[src/hw/rtl/fcp_pkg.sv]
`timescale 1ns / 1ps
// ----------------------------------------------------------------------------
// fcp_pkg
// Shared types and constants of the framed command parser: character codes,
// status codes, command identifiers and the result bundle.
// ----------------------------------------------------------------------------
package fcp_pkg;

    // Characters of the frame syntax
    localparam logic [7:0] CH_OPEN  = 8'h3C;  // '<'
    localparam logic [7:0] CH_CLOSE = 8'h3E;  // '>'
    localparam logic [7:0] CH_COMMA = 8'h2C;  // ','
    localparam logic [7:0] CH_BLANK = 8'h49;  // 'I'
    localparam logic [7:0] CH_ZERO  = 8'h30;  // '0'
    localparam logic [7:0] CH_ONE   = 8'h31;  // '1'
    localparam logic [7:0] CH_FIVE  = 8'h35;  // '5'
    localparam logic [7:0] CH_SEVEN = 8'h37;  // '7'
    localparam logic [7:0] CH_NINE  = 8'h39;  // '9'

    // Most LED pattern digits taken per frame (1 to 3)
    localparam int unsigned LED_DIGITS = 2;

    // Value limits
    localparam logic [3:0] DIGIT_BLANK = 4'd10;
    localparam logic [2:0] FIELD_MAX   = 3'd7;
    localparam logic [6:0] LED_MAX     = 7'd127;

    // Command identifiers
    localparam logic [2:0] CMD_MEMORY   = 3'd3;
    localparam logic [2:0] CMD_LED      = 3'd6;
    localparam logic [2:0] CMD_MOTOR    = 3'd7;
    localparam logic [2:0] CMD_MODE_MAX = 3'd4;

    // Status codes
    typedef enum logic [1:0] {
        ST_OK    = 2'd0,
        ST_COMM  = 2'd1,
        ST_NOCMD = 2'd2
    } t_status;

    // One result transaction
    typedef struct packed {
        t_status    status;
        logic       frame_done;
        logic [2:0] active_mode;
        logic [3:0] display_digit;
        logic [2:0] display_level;
        logic [6:0] led_pattern;
        logic       led_update;
        logic       motor_on;
        logic       motor_update;
    } t_result;

endpackage

[src/hw/rtl/fcp_in_reg.sv]
`timescale 1ns / 1ps
// ----------------------------------------------------------------------------
// fcp_in_reg
// Input register of the parser: captures one received character per
// transaction and holds it until the parse stage takes it.
// ----------------------------------------------------------------------------
module fcp_in_reg
    import fcp_pkg::*;
(
    input  logic       i_clk,
    input  logic       i_rst_n,
    input  logic       i_valid,
    output logic       o_stall,
    input  logic [7:0] i_char,
    input  logic       i_take,
    output logic       o_valid,
    output logic [7:0] o_char
);

    logic       r_valid;
    logic [7:0] r_char;
    logic       accept;

    // Stall only while a held character is not being taken
    assign o_stall = r_valid && !i_take;
    assign accept  = i_valid && !o_stall;

    // Capture a new transaction, drop the old one once taken
    always_ff @(posedge i_clk) begin
        if (!i_rst_n) begin
            r_valid <= 1'b0;
        end else if (accept) begin
            r_valid <= 1'b1;
        end else if (i_take) begin
            r_valid <= 1'b0;
        end
    end

    always_ff @(posedge i_clk) begin
        if (accept) begin
            r_char <= i_char;
        end
    end

    assign o_valid = r_valid;
    assign o_char  = r_char;

endmodule

[src/hw/rtl/fcp_parser.sv]
`timescale 1ns / 1ps
// ----------------------------------------------------------------------------
// fcp_parser
// Frame parser state machine: one character per load, updates the parse
// state and the command registers and registers status and update pulses.
// ----------------------------------------------------------------------------
module fcp_parser
    import fcp_pkg::*;
(
    input  logic       i_clk,
    input  logic       i_rst_n,
    input  logic       i_load,
    input  logic [7:0] i_char,
    output t_result    o_result
);

    typedef enum logic [2:0] {
        PH_START = 3'd0,
        PH_CMD   = 3'd1,
        PH_MEM   = 3'd2,
        PH_LED   = 3'd3,
        PH_MOTOR = 3'd4,
        PH_END   = 3'd5
    } t_phase;

    // Field positions inside a memory frame
    localparam logic [2:0] FLD_DIGIT = 3'd0;
    localparam logic [2:0] FLD_SEP   = 3'd1;
    localparam logic [2:0] FLD_LEVEL = 3'd2;
    localparam logic [2:0] FLD_CLOSE = 3'd3;
    localparam logic [2:0] LED_LIMIT = 3'(LED_DIGITS);

    t_phase     r_phase, n_phase;
    logic [2:0] r_index, n_index;
    logic [2:0] r_cmd, n_cmd;
    logic [3:0] r_digit, n_digit;
    logic [2:0] r_level, n_level;
    logic [6:0] r_accum, n_accum;
    logic [6:0] r_led, n_led;
    logic       r_motor, n_motor;
    logic [2:0] r_mode, n_mode;
    t_status    r_status, n_status;
    logic       r_done, n_done;
    logic       r_led_up, n_led_up;
    logic       r_mot_up, n_mot_up;

    logic       is_digit;
    logic       bump;
    logic [10:0] led_sum;

    assign is_digit = (i_char >= CH_ZERO) && (i_char <= CH_NINE);
    assign led_sum  = 11'(r_accum) * 11'd10 + 11'(i_char[3:0]);

    // Next state of the parse for the current character
    always_comb begin
        n_phase  = r_phase;
        n_index  = r_index;
        n_cmd    = r_cmd;
        n_digit  = r_digit;
        n_level  = r_level;
        n_accum  = r_accum;
        n_led    = r_led;
        n_motor  = r_motor;
        n_mode   = r_mode;
        n_status = ST_OK;
        n_done   = 1'b0;
        n_led_up = 1'b0;
        n_mot_up = 1'b0;
        bump     = 1'b0;

        case (r_phase)
            PH_CMD: begin
                if ((i_char >= CH_ZERO) && (i_char <= CH_SEVEN)) begin
                    n_cmd = i_char[2:0];
                end else if (i_char == CH_COMMA) begin
                    if (r_cmd == CMD_MEMORY) begin
                        n_phase = PH_MEM;
                    end else if (r_cmd == CMD_LED) begin
                        n_phase = PH_LED;
                    end else if (r_cmd == CMD_MOTOR) begin
                        n_phase = PH_MOTOR;
                    end else begin
                        n_phase = PH_END;
                    end
                end else begin
                    n_phase  = PH_START;
                    n_status = ST_NOCMD;
                end
            end
            PH_MEM: begin
                bump = 1'b1;
                if (r_index == FLD_DIGIT) begin
                    if (is_digit) begin
                        n_digit = i_char[3:0];
                    end else if (i_char == CH_BLANK) begin
                        n_digit = DIGIT_BLANK;
                    end
                end else if (r_index == FLD_LEVEL) begin
                    if ((i_char >= CH_ONE) && (i_char <= CH_FIVE)) begin
                        n_level = i_char[2:0];
                    end
                end else if (r_index == FLD_CLOSE) begin
                    if (i_char == CH_COMMA) begin
                        n_phase = PH_END;
                    end
                end else if (r_index == FLD_SEP) begin
                    if (i_char != CH_COMMA) begin
                        n_phase = PH_START;
                    end
                end
            end
            PH_LED: begin
                if (is_digit) begin
                    // Ignore digits beyond the LED_DIGITS limit
                    if (r_index < LED_LIMIT) begin
                        n_accum = (led_sum > 11'(LED_MAX)) ? LED_MAX : led_sum[6:0];
                        bump    = 1'b1;
                    end
                end else if (i_char == CH_COMMA) begin
                    n_led    = r_accum;
                    n_led_up = 1'b1;
                    n_phase  = PH_END;
                end else begin
                    n_phase = PH_START;
                end
            end
            PH_MOTOR: begin
                if ((i_char == CH_ZERO) || (i_char == CH_ONE)) begin
                    n_motor  = i_char[0];
                    n_mot_up = 1'b1;
                end else if (i_char == CH_COMMA) begin
                    n_phase = PH_END;
                end else begin
                    n_phase  = PH_START;
                    n_status = ST_COMM;
                end
            end
            PH_END: begin
                if (i_char == CH_CLOSE) begin
                    n_done = 1'b1;
                    if (r_cmd <= CMD_MODE_MAX) begin
                        n_mode = r_cmd;
                    end
                end else begin
                    n_status = ST_COMM;
                end
                n_phase = PH_START;
            end
            default: begin
                if (i_char == CH_OPEN) begin
                    n_phase = PH_CMD;
                    n_index = 3'd0;
                    n_accum = 7'd0;
                end else begin
                    n_phase  = PH_START;
                    n_status = ST_COMM;
                end
            end
        endcase

        // Saturate the field index
        if (bump && (r_index != FIELD_MAX)) begin
            n_index = r_index + 3'd1;
        end
    end

    // Hold parse state and registered result; advance on each load
    always_ff @(posedge i_clk) begin
        if (!i_rst_n) begin
            r_phase  <= PH_START;
            r_index  <= 3'd0;
            r_cmd    <= 3'd0;
            r_digit  <= DIGIT_BLANK;
            r_level  <= 3'd0;
            r_accum  <= 7'd0;
            r_led    <= 7'd0;
            r_motor  <= 1'b0;
            r_mode   <= 3'd0;
            r_status <= ST_OK;
            r_done   <= 1'b0;
            r_led_up <= 1'b0;
            r_mot_up <= 1'b0;
        end else if (i_load) begin
            r_phase  <= n_phase;
            r_index  <= n_index;
            r_cmd    <= n_cmd;
            r_digit  <= n_digit;
            r_level  <= n_level;
            r_accum  <= n_accum;
            r_led    <= n_led;
            r_motor  <= n_motor;
            r_mode   <= n_mode;
            r_status <= n_status;
            r_done   <= n_done;
            r_led_up <= n_led_up;
            r_mot_up <= n_mot_up;
        end
    end

    always_comb begin
        o_result.status        = r_status;
        o_result.frame_done    = r_done;
        o_result.active_mode   = r_mode;
        o_result.display_digit = r_digit;
        o_result.display_level = r_level;
        o_result.led_pattern   = r_led;
        o_result.led_update    = r_led_up;
        o_result.motor_on      = r_motor;
        o_result.motor_update  = r_mot_up;
    end

endmodule

[src/hw/rtl/framed_command_parser_unit.sv]
`timescale 1ns / 1ps
// ----------------------------------------------------------------------------
// framed_command_parser_unit
// Parses received characters into <id,fields,> frames, one result per
// character, with status, mode, display, LED and motor outputs.
// ----------------------------------------------------------------------------
// Path: an accepted character is held in the input register, then parsed
//   into the result register; an output stall can hold it in between.
// Throughput: 1 character per cycle while the output is not stalled; the parse state updates on each load.
// Reset: synchronous, active low; empties both registers, parser waits for
//   '<', display digit reads blank, all other outputs read zero.
module framed_command_parser_unit
    import fcp_pkg::*;
(
    input  logic       i_clk,
    input  logic       i_rst_n,
    input  logic       i_in_valid,
    output logic       o_in_stall,
    input  logic [7:0] i_rx_char,
    output logic       o_out_valid,
    input  logic       i_out_stall,
    output logic [1:0] o_status,
    output logic       o_frame_done,
    output logic [2:0] o_active_mode,
    output logic [3:0] o_display_digit,
    output logic [2:0] o_display_level,
    output logic [6:0] o_led_pattern,
    output logic       o_led_update,
    output logic       o_motor_on,
    output logic       o_motor_update
);

    logic       in_valid;
    logic [7:0] in_char;
    logic       advance;
    logic       r_out_valid;
    t_result    result;

    // Move a character into the parser when the result slot is free or being taken
    assign advance = in_valid && (!r_out_valid || !i_out_stall);

    fcp_in_reg u_in_reg (
        .i_clk   (i_clk),
        .i_rst_n (i_rst_n),
        .i_valid (i_in_valid),
        .o_stall (o_in_stall),
        .i_char  (i_rx_char),
        .i_take  (advance),
        .o_valid (in_valid),
        .o_char  (in_char)
    );

    fcp_parser u_parser (
        .i_clk    (i_clk),
        .i_rst_n  (i_rst_n),
        .i_load   (advance),
        .i_char   (in_char),
        .o_result (result)
    );

    // Track the result transaction until the consumer takes it
    always_ff @(posedge i_clk) begin
        if (!i_rst_n) begin
            r_out_valid <= 1'b0;
        end else if (advance) begin
            r_out_valid <= 1'b1;
        end else if (!i_out_stall) begin
            r_out_valid <= 1'b0;
        end
    end

    assign o_out_valid     = r_out_valid;
    assign o_status        = result.status;
    assign o_frame_done    = result.frame_done;
    assign o_active_mode   = result.active_mode;
    assign o_display_digit = result.display_digit;
    assign o_display_level = result.display_level;
    assign o_led_pattern   = result.led_pattern;
    assign o_led_update    = result.led_update;
    assign o_motor_on      = result.motor_on;
    assign o_motor_update  = result.motor_update;

endmodule

[config.mk]
export PLATFORM = sky130hd
export DESIGN_NAME = framed_command_parser_unit
export DESIGN_NICKNAME = d
export VERILOG_FILES = /design/src/hw/rtl/fcp_pkg.sv /design/src/hw/rtl/fcp_in_reg.sv /design/src/hw/rtl/fcp_parser.sv /design/src/hw/rtl/framed_command_parser_unit.sv
export SDC_FILE = /design/constraint.sdc
export NUM_CORES = 1
export LEC_CHECK = 0
export BUFFER_PORTS_ARGS = -buffer_cell sky130_fd_sc_hd__clkbuf_2
export CORE_MARGIN = 1
export CORE_UTILIZATION = 29
export DETAILED_ROUTE_END_ITERATION = 10
export GPL_ROUTABILITY_DRIVEN = 0
export PLACE_DENSITY = 0.57
export SETUP_SLACK_MARGIN = 0.2
export SLEW_MARGIN = 5
export SYNTH_ARGS = -nofsm -noshare
export SYNTH_HDL_FRONTEND = slang
export SYNTH_SLANG_ARGS = --single-unit
[constraint.sdc]
create_clock -name i_clk -period 6.5 [get_ports i_clk]
set_input_delay 1.95 -clock i_clk [delete_from_list [all_inputs] [get_ports i_clk]]
set_output_delay 1.95 -clock i_clk [all_outputs]
set_load 0.02 [all_outputs]
==> metrics.csv, run 1 <==
stage,metric,value,unit
clock_network,Inserted Clock Buffers,5,
drt,vias,2344,
critical_path,Slowest cell on crit path,and3_1,
sta,Tightest Pin Transition,0.751,ns
layout,antenna cells,0,
yosys,synthesis warning total,0,
critical_path,Crit Path Class,in2out,
critical_path,R2R cell count,8,
floorplanning,Rows,35,
sta,Max Fclk,0.227,GHz
drt,Vias per Instance,5.01,
critical_path,startpoint types,input pin,
floorplanning,die area,0.0100,mm^2
drt,DR iter-0 viols,121,
yosys,post-synthesis sequential area ratio,38.0,%
sta,Slew HR,49.6,%
yosys,syn_nets,342,
yosys,Yosys cell types,58,
yosys,Main synth FF type,dfxtp_1,
critical_path,Critical Path Most Common Cell,clkbuf_2,
yosys,Compound-Gate Fraction of Synth Area,18.2,%
clock_network,post-cts repair resize count,0,
sta,clk_skew,0.00699,ns
drt,post-route ant nets,0,
clock_network,clock-pin slew on the worst setup and hold paths,0.09,ns
placement,IO Port Bufs,36,
yosys,Yosys top cell by area,dfxtp_1,
yosys,Post-Synthesis Cell Area,0.00279,mm^2
sta,RSZ-0062 raised after global routing,false,
global_routing,initial antenna violation count,0,
yosys,ys async rst share,0,%
critical_path,CP max FO,4,
clock_network,post-CTS setup buffers,0,
yosys,Post-Syn Area per Cell,9.03,um^2
power,Leak,0.00121,uW
yosys,post-synthesis xor/xnor area fraction,1.57,%
min_path,hold depth,2,
critical_path,crit path cell chain,clkbuf_2 > and3_1 > clkbuf_2,
critical_path,critical path endpoint category,output pin,
drt,Routed WL per cell,13.6,um
sta,Max Slew Vio Count,0,
critical_path,"slowest stage delay, CP",0.20,ns
sta,final hold viol count,0,
yosys,Seq cells post-synth,49,
drt,DRC,0,
drt,final wirelength,6360,um
drt,TritonRoute pass-1 iters,4,
global_routing,first-pass GRT wire length,10800,um
clock_network,CTS tree,built,
min_path,HP Class,reg2reg,
yosys,Synth Instances,309,
clock_network,worst-skew pair later-pin latency,0.30,ns
sta,Final setup viols,0,
clock_network,clock buffer depth,2,
yosys,post-synthesis mux area share,3.72,%
floorplanning,# IOs,37,
global_routing,largest net degree at the start of global routing,27,
floorplanning,height of the die,100,um
floorplanning,Die X,100,um
global_routing,total gr overflow,0,
power,total chip power,558,uW
sta,post-route setup TNS,0,ns
clock_network,CTS sink count,49,
sta,final period utilization,67.6,%
critical_path,arrival time worst endpoint,2.45,ns
floorplanning,Core Region,0.00928,mm^2
global_routing,Total GRT Usage,13.6,%
global_routing,vias in the first global route,2196,
yosys,top post-synthesis cells by area,"dfxtp_1, edfxtp_1, ha_1, nand2_1, a21oi_1",
power,P per Cell Area,176,mW/mm^2
yosys,Simple-Gate Fraction of Synth Area,25.2,%
floorplanning,initial core utilization,30.1,%
clock_network,root buf cell,clkbuf_8,
yosys,Synth Area in Adders,9.96,%
flow_run,# Max-Cap Violations,0,
yosys,"EDFF count, synth",8,
critical_path,Worst EP required,4.55,ns
layout,most frequent cells in the layout,"nand2_1, dfxtp_1, clkbuf_2, a21oi_1, nor2_1",
yosys,Yosys top cell area share,29.4,%
clock_network,Hold Buf Count CTS,0,
layout,fillcell total,1003,
sta,Final Critical Period,4.40,ns
outcome,status,finished clean,
placement,post-detailed-placement half-perimeter wirelength,4820,um
yosys,largest family of logic cells by synthesized area,simple AND/OR/NAND/NOR gates,
layout,Area Overhead vs Synth,13.5,%
power,Max VDD drop,110,uV
layout,layout cells sized above 1,15.9,%
clock_network,H-tree depth,2,
layout,layout net count,371,
[stage by stage]
step / cells / hold slack (ns) / utilization, % / instance area, um^2 / setup slack, ns
detailed placement: 460 / 0.446 / 33.0 / 3060 / 2.11
global placement: 460 / 0.440 / 33.0 / 3060 / 2.13
finish: 468 / 0.455 / 34.1 / 3170 / 2.10
CTS: 468 / 0.458 / 34.1 / 3170 / 2.11
floorplan: 309 / 0.449 / - / 2790 / 2.31
global route: 468 / 0.490 / 34.1 / 3170 / 2.06
[registers in the layout (all words and copies together) (netlist names), 2 cells and up]
| register | count |
|---|---|
| u_parser.r_level | 3 |
| u_parser.r_led | 7 |
| u_parser.r_status | 2 |
| u_parser.r_digit | 4 |
| u_in_reg.o_char | 8 |
| u_parser.r_mode | 3 |
| u_parser.r_phase | 3 |
| u_parser.r_cmd | 3 |
| u_parser.r_index | 3 |
| u_parser.r_accum | 7 |
[per-layer routing]
layer  track usage, %  vias up  part of all wire [%]
met4             2.34        0                  0.66
met5                0        -                     0
met1             20.2     1075                    52
met2             20.4       69                    42
li1                 -     1196                     -
met3             2.99        4                   5.7
[power breakdown]
group          total (uW)  leakage [uW]  internal, uW  switching [uW]
registers             323      0.000409           313            9.69
clock network         204     0.0000567           100             105
logic                30.7      0.000746          10.9            19.8
[worst max-delay path: cells and delay by family]
family	cells	cell delay [ns]
and+or+nand+nor	1	0.20
buffers and inverters	2	0.30
[synthesized netlist by cell type, types with 4 or more instances]
cell	instances
dfxtp_1	41
nand2_1	41
a21oi_1	27
nor2_1	26
ha_1	19
o21ai_0	12
nand3_1	9
nand4_1	9
clkbuf_1	8
edfxtp_1	8
nand2b_1	8
a221oi_1	7
mux2i_1	7
nor3_1	7
a211oi_1	5
inv_1	5
a211o_1	4
and2_1	4
o211ai_1	4
[final cells by class]
cell class	instances	area (um^2)	share of cell area (%)
Clock buffer	6	93.8	2.96
Sequential cell	49	1060	33.5
Tap cell	129	161	5.09
Timing Repair Buffer	36	180	5.69
Multi-Input combinational cell	240	1640	51.6
Clock inverter	2	13.8	0.434
Inverter	6	22.5	0.711
[path summary, 6_finish.rpt]
kind,startpoint,end,slack (ns)
setup reg to reg,u_parser.r_accum[1]$_SDFFE_PN0P_,u_parser.r_accum[4]$_SDFFE_PN0P_,3.81
setup / recovery,i_out_stall,o_in_stall,2.10
hold reg to reg,u_parser.r_led[0]$_SDFFE_PN0P_,u_parser.r_led[0]$_SDFFE_PN0P_,0.46
hold / removal,u_parser.r_led[0]$_SDFFE_PN0P_,u_parser.r_led[0]$_SDFFE_PN0P_,0.46
[cell families after synthesis]
group           Yosys count
compound gates           73
simple gates            131
buf+inv                  20
xor+xnor                  5
flops                    49
fa+ha+maj                21
mux                      10
Power figures use the tool's default switching activity.
==> run 2: changes to the inputs <==
--- a/config.mk
+++ b/config.mk
@@ -10,7 +10,7 @@
 export CORE_UTILIZATION = 29
 export DETAILED_ROUTE_END_ITERATION = 10
 export GPL_ROUTABILITY_DRIVEN = 0
-export PLACE_DENSITY = 0.57
+export PLACE_DENSITY = 0.58
 export SETUP_SLACK_MARGIN = 0.2
 export SLEW_MARGIN = 5
 export SYNTH_ARGS = -nofsm -noshare
==> constraint.sdc (replaced) <==
create_clock -name i_clk -period 3.9 [get_ports i_clk]
set_input_delay 1.17 -clock i_clk [delete_from_list [all_inputs] [get_ports i_clk]]
set_output_delay 1.17 -clock i_clk [all_outputs]
set_load 0.02 [all_outputs]
==> run 2 against run 1 <==
  * Total power is 73% higher
  * Global-route usage fell by 0.14 points
  * Worst hold slack improved by 0.0012 ns
  * Final cell count rose by 0.43%
  * Count of clock-buffer cells in the layout increased by 1
  * Largest power group unchanged
  * Combinational power is 72% higher
  * Sequential share of layout area down 0.25 points
  * Critical path depth unchanged
==> metrics.csv, run 2 (same netlist as run 1, synthesis figures left out) <==
stage,metric,value,unit,change
outcome,status,finished clean,,unchanged
sta,Slew HR,52.7,%,was 49.6%
critical_path,CP max FO,4,,unchanged
layout,Area Overhead vs Synth,14.4,%,was 13.5%
clock_network,root buf cell,clkbuf_8,,unchanged
floorplanning,Core Region,0.00928,mm^2,unchanged
global_routing,total gr overflow,0,,unchanged
critical_path,flop2flop setup slack,1.24,ns,was 3.81 ns
critical_path,startpoint types,input pin,,unchanged
layout,Largest register FFs,8,,unchanged
global_routing,largest net degree at the start of global routing,26,,was 27
floorplanning,Rows,35,,unchanged
power,switch share,22.2,%,was 24.0%
floorplanning,die area,0.0100,mm^2,unchanged
sta,post-route setup TNS,0,ns,unchanged
drt,TritonRoute pass-1 iters,4,,unchanged
drt,vias,2404,,was 2344
floorplanning,Die X,100,um,unchanged
sta,final hold viol count,0,,unchanged
clock_network,post-cts repair resize count,0,,unchanged
floorplanning,# IOs,37,,unchanged
critical_path,R2R cell count,8,,unchanged
drt,final wirelength,6430,um,was 6360 um
layout,layout net count,373,,was 371
sta,RSZ-0062 raised after global routing,false,,unchanged
drt,DRC,0,,unchanged
power,P per Cell Area,303,mW/mm^2,was 176 mW/mm^2
floorplanning,height of the die,100,um,unchanged
clock_network,worst-skew pair later-pin latency,0.30,ns,about the same
sta,Final setup viols,0,,unchanged
layout,antenna cells,0,,unchanged
layout,most frequent cells in the layout,"nand2_1, dfxtp_1, clkbuf_2, a21oi_1, nor2_1",,unchanged
clock_network,Inserted Clock Buffers,5,,unchanged
drt,DR iter-0 viols,146,,was 121
power,Psw,215,uW,was 134 uW
flow_run,# Max-Cap Violations,0,,unchanged
floorplanning,initial core utilization,30.1,%,unchanged
critical_path,worst reg2reg startpoint,u_parser.r_accum[1]$_SDFFE_PN0P_,,unchanged
power,Leak,0.00122,uW,was 0.00121 uW
clock_network,clock buffer depth,2,,unchanged
min_path,min-delay src,u_parser.r_led[3]$_SDFFE_PN0P_,,was u_parser.r_led[0]$_SDFFE_PN0P_
min_path,HP Class,reg2reg,,unchanged
clock_network,Hold Buf Count CTS,0,,unchanged
drt,Routed WL per cell,13.7,um,was 13.6 um
critical_path,R2R Path End,u_parser.r_accum[0]$_SDFFE_PN0P_,,was u_parser.r_accum[4]$_SDFFE_PN0P_
placement,IO Port Bufs,36,,unchanged
global_routing,initial antenna violation count,0,,unchanged
clock_network,H-tree depth,2,,unchanged
critical_path,worst setup path endpoint,o_in_stall,,unchanged
global_routing,vias in the first global route,2219,,was 2196
placement,dpl cell area,0.00308,mm^2,was 0.00306 mm^2
critical_path,Worst EP required,2.73,ns,was 4.55 ns
drt,Vias per Instance,5.11,,was 5.01
power,Comb pwr share,5.5,%,about the same
placement,post-detailed-placement half-perimeter wirelength,4820,um,about the same
power,Max VDD drop,147,uV,was 110 uV
critical_path,critical path endpoint category,output pin,,unchanged
layout,final instance area,0.00319,mm^2,was 0.00317 mm^2
layout,layout cells sized above 1,16.1,%,was 15.9%
power,P_int,751,uW,was 424 uW
clock_network,clock-pin slew on the worst setup and hold paths,0.09,ns,about the same
clock_network,CTS sink count,49,,unchanged
clock_network,CTS tree,built,,unchanged
global_routing,Total GRT Usage,13.5,%,was 13.6%
sta,Max Slew Vio Count,0,,unchanged
sta,Max Fclk,0.353,GHz,
sta,Tightest Pin Transition,0.708,ns,was 0.751 ns
sta,final period utilization,72.6,%,
critical_path,crit path from,i_out_stall,,unchanged
drt,post-route ant nets,0,,unchanged
power,Seq pwr share,55.7,%,was 57.9%
power,clock power share,38.8,%,was 36.6%
critical_path,Crit Path Class,in2out,,unchanged
sta,Final Critical Period,2.83,ns,
clock_network,post-CTS setup buffers,0,,unchanged
critical_path,arrival time worst endpoint,1.66,ns,was 2.45 ns
sta,clk_skew,0.00882,ns,was 0.00699 ns
global_routing,first-pass GRT wire length,10800,um,about the same
==> run 2: changes by cell type in the layout (fill, tap and decap cells not counted), sizes merged <==
cell	before	now
clkinv	2	1
clkbuf	42	43
inv	6	5
buf	0	2
bufinv	0	1
==> run 2: worst max-delay path, stage by stage <==
cell and delay, ns:
clkbuf_2 0.11, and3_1 0.20, clkbuf_2 0.18
==> run 2: metal layers <==
layer / up-vias / global-route usage, % / share of wire (%)
met4: 0 / 3.46 / 0.73
met1: 1134 / 19.2 / 50
li1: 1201 / - / -
met2: 65 / 20.6 / 43
met5: - / 0 / 0
met3: 4 / 2.92 / 5.5
==> run 2: how the worst min path moves through the flow <==
stage                                             to  slack (ns)  cells after the start
finish                u_parser.r_led[3]$_SDFFE_PN0P_        0.46                      2
global route          u_parser.r_led[3]$_SDFFE_PN0P_        0.47                      2
CTS                   u_parser.r_led[2]$_SDFFE_PN0P_        0.46                      2
detailed placement  u_parser.r_level[0]$_SDFFE_PN0P_        0.45                      2
global placement      u_parser.r_led[4]$_SDFFE_PN0P_        0.44                      2
floorplan           u_parser.r_accum[6]$_SDFFE_PN0P_        0.45                      2
==> run 2: through the flow <==
stage / hold slack (ns) / std cells / utilization (%) / setup slack, ns / total power (uW)
6_report: 0.456 / 470 / 34.4 / 1.07 / 966
5_1_grt: 0.472 / 470 / 34.4 / 1.03 / 1000
4_1_cts: 0.461 / 470 / 34.4 / 1.06 / 978
3_5_place_dp: 0.446 / 462 / 33.1 / 1.07 / 603
3_3_place_gp: 0.443 / 462 / 33.1 / 1.08 / 602
2_1_floorplan: 0.449 / 309 / - / 1.27 / 582
==> run 2: layout make-up <==
class | instances | area (um^2)
inverters | 6 | 22.5
flip-flops and latches | 49 | 1060
repair buffers | 38 | 195
clock buffers | 7 | 86.3
well taps | 129 | 161
multi-input cells | 240 | 1640
clock inverters | 1 | 30.0
fillers | 1002 | 6090
==> run 2: power groups by stage <==
stage	Combinational (uW)	Clock, uW	Sequential (uW)
4_1_cts	53.3	386	538
3_5_place_dp	53.1	0	550
3_3_place_gp	52.4	0	550
5_1_grt	57.6	404	540
2_1_floorplan	38.2	0	544
6_report	52.8	375	538
==> run 3: changes to the inputs <==
--- a/config.mk
+++ b/config.mk
@@ -10,7 +10,7 @@
 export CORE_UTILIZATION = 29
 export DETAILED_ROUTE_END_ITERATION = 10
 export GPL_ROUTABILITY_DRIVEN = 0
-export PLACE_DENSITY = 0.58
+export PLACE_DENSITY = 0.57
 export SETUP_SLACK_MARGIN = 0.2
 export SLEW_MARGIN = 5
 export SYNTH_ARGS = -nofsm -noshare
==> constraint.sdc (replaced) <==
create_clock -name i_clk -period 2.8 [get_ports i_clk]
set_input_delay 0.84 -clock i_clk [delete_from_list [all_inputs] [get_ports i_clk]]
set_output_delay 0.84 -clock i_clk [all_outputs]
set_load 0.02 [all_outputs]
==> run 3 against run 2 <==
  * Combinational power is 62% higher
  * Register-to-register slack worse by 0.88 ns
  * Design area is 0.78% higher
  * Total power is 31% higher
  * Clock power is 15% higher
  * Non-clock buffer count is 7 higher
  * Sequential share of layout area is 0.26 points lower
  * Sequential power is 38% higher
  * Wire length is 4.8% higher
  * Via count is 0.75% higher
  * Global-route usage is 0.91 points higher
  * Critical path type is now reg2reg
==> metrics.csv, run 3 (same netlist as run 1, synthesis figures left out) <==
stage,metric,value,unit,change
global_routing,vias in the first global route,2271,,was 2219
floorplanning,initial core utilization,30.1,%,unchanged
layout,most frequent cells in the layout,"nand2_1, dfxtp_1, clkbuf_2, a21oi_1, nor2_1",,unchanged
sta,final hold viol count,0,,unchanged
critical_path,startpoint types,register,,was input pin
global_routing,first-pass GRT wire length,11400,um,was 10800 um
floorplanning,die area,0.0100,mm^2,unchanged
critical_path,arrival time worst endpoint,2.70,ns,was 1.66 ns
sta,Max Fclk,0.410,GHz,
floorplanning,Core Region,0.00928,mm^2,unchanged
floorplanning,# IOs,37,,unchanged
critical_path,Worst EP required,3.06,ns,was 2.73 ns
sta,final period utilization,87.1,%,
global_routing,Total GRT Usage,14.4,%,was 13.5%
clock_network,clock buffer depth,2,,unchanged
drt,vias,2422,,was 2404
floorplanning,Rows,35,,unchanged
min_path,HP Class,reg2reg,,unchanged
floorplanning,Die X,100,um,unchanged
clock_network,CTS tree,built,,unchanged
sta,Final Critical Period,2.44,ns,
critical_path,CP max FO,6,,was 4
layout,layout cells sized above 1,18.1,%,was 16.1%
placement,post-detailed-placement half-perimeter wirelength,5080,um,was 4820 um
placement,IO Port Bufs,36,,unchanged
layout,antenna cells,0,,unchanged
drt,DRC,0,,unchanged
clock_network,Inserted Clock Buffers,5,,unchanged
layout,fillcell total,1036,,was 1002
layout,layout net count,380,,was 373
flow_run,# Max-Cap Violations,0,,unchanged
power,P per Cell Area,392,mW/mm^2,was 303 mW/mm^2
sta,RSZ-0062 raised after global routing,false,,unchanged
clock_network,clock-pin slew on the worst setup and hold paths,0.10,ns,was 0.09 ns
sta,Final setup viols,0,,unchanged
critical_path,Crit Path Class,reg2reg,,was in2out
clock_network,root buf cell,clkbuf_8,,unchanged
sta,Tightest Pin Transition,0.691,ns,was 0.708 ns
global_routing,total gr overflow,0,,unchanged
power,Leak,0.00125,uW,was 0.00122 uW
global_routing,largest net degree at the start of global routing,26,,unchanged
critical_path,critical path endpoint category,register,,was output pin
drt,post-route ant nets,0,,unchanged
drt,final wirelength,6740,um,was 6430 um
drt,Vias per Instance,5.08,,was 5.11
layout,Finished Core Util,34.6,%,was 34.4%
sta,Slew HR,53.9,%,was 52.7%
clock_network,worst-skew pair later-pin latency,0.31,ns,was 0.30 ns
sta,post-route setup TNS,0,ns,unchanged
global_routing,initial antenna violation count,0,,unchanged
layout,Largest register FFs,8,,unchanged
power,Max VDD drop,195,uV,was 147 uV
clock_network,Hold Buf Count CTS,0,,unchanged
drt,DR iter-0 viols,161,,was 146
clock_network,H-tree depth,2,,unchanged
layout,Area Overhead vs Synth,15.3,%,was 14.4%
sta,clk_skew,0.00775,ns,was 0.00882 ns
clock_network,CTS sink count,49,,unchanged
sta,Max Slew Vio Count,0,,unchanged
drt,Routed WL per cell,14.1,um,was 13.7 um
floorplanning,height of the die,100,um,unchanged
drt,TritonRoute pass-1 iters,4,,unchanged
outcome,status,finished clean,,unchanged
## run 3: cell types whose count changed in the layout (fill, tap and decap cells not counted), sizes merged
cell    before  now
buf          2    9
bufinv       1    0
clkbuf      43   41
clkinv       1    2
inv          5    7
## run 3: path summary, 6_finish.rpt
path | from | end | slack (ns) | cells past startpoint
max | u_parser.r_accum[1]$_SDFFE_PN0P_ | u_parser.r_accum[3]$_SDFFE_PN0P_ | 0.36 | 9
min reg2reg | u_parser.r_led[5]$_SDFFE_PN0P_ | u_parser.r_led[5]$_SDFFE_PN0P_ | 0.45 | 2
max reg2reg | u_parser.r_accum[1]$_SDFFE_PN0P_ | u_parser.r_accum[3]$_SDFFE_PN0P_ | 0.36 | 9
min | u_parser.r_led[5]$_SDFFE_PN0P_ | u_parser.r_led[5]$_SDFFE_PN0P_ | 0.45 | 2
## run 3: critical path, stage by stage (launching register included)
cell      delay [ns]
dfxtp_1         0.44
ha_1            0.27
ha_1            0.23
fa_1            0.42
and4_1          0.18
a211o_1         0.32
a211oi_1        0.21
buf_4           0.18
a221oi_1        0.05
nand2_1         0.08
## run 3: power breakdown
group	leakage (uW)	switching (uW)	internal (uW)
registers	0.000409	15.5	728
clock network	0.0000489	254	179
logic	0.000791	55.2	30.2
total	0.00125	325	937
## run 3: final cells by class
class,count,area (um^2),share of cell area (%)
multi-input combinational,240,1640,50.8
sequential,49,1060,33.0
timing repair buffer,45,248,7.70
tap,129,161,5.02
clock buffer,5,68.8,2.14
inverter,6,22.5,0.700
clock inverter,3,20.0,0.622
## run 3: through the flow
stage	worst slack (ns)	instances	instance area, um^2	hold WS (ns)	power [uW]
after floorplan	0.419	309	2790	0.449	811
after global placement	0.347	468	3120	0.441	844
after detailed placement	0.283	468	3120	0.446	845
after CTS	0.254	476	3210	0.459	1270
after global routing	0.204	477	3220	0.488	1310
final	0.361	477	3220	0.454	1260
## run 3: timing repair
action / in CTS / in global routing
setup buffers: 0 / 1
hold endpoints to repair: 0 / 0
resized for setup: 0 / 0
endpoints found under the setup margin: 0 / 6
## run 3: routing by layer
layer	global-route usage, %	share of wire, %	up-vias
met5	0	0	-
met1	21.9	54	1142
li1	-	-	1210
met4	3.90	0.45	0
met3	2.99	5.7	2
met2	20.3	40	68
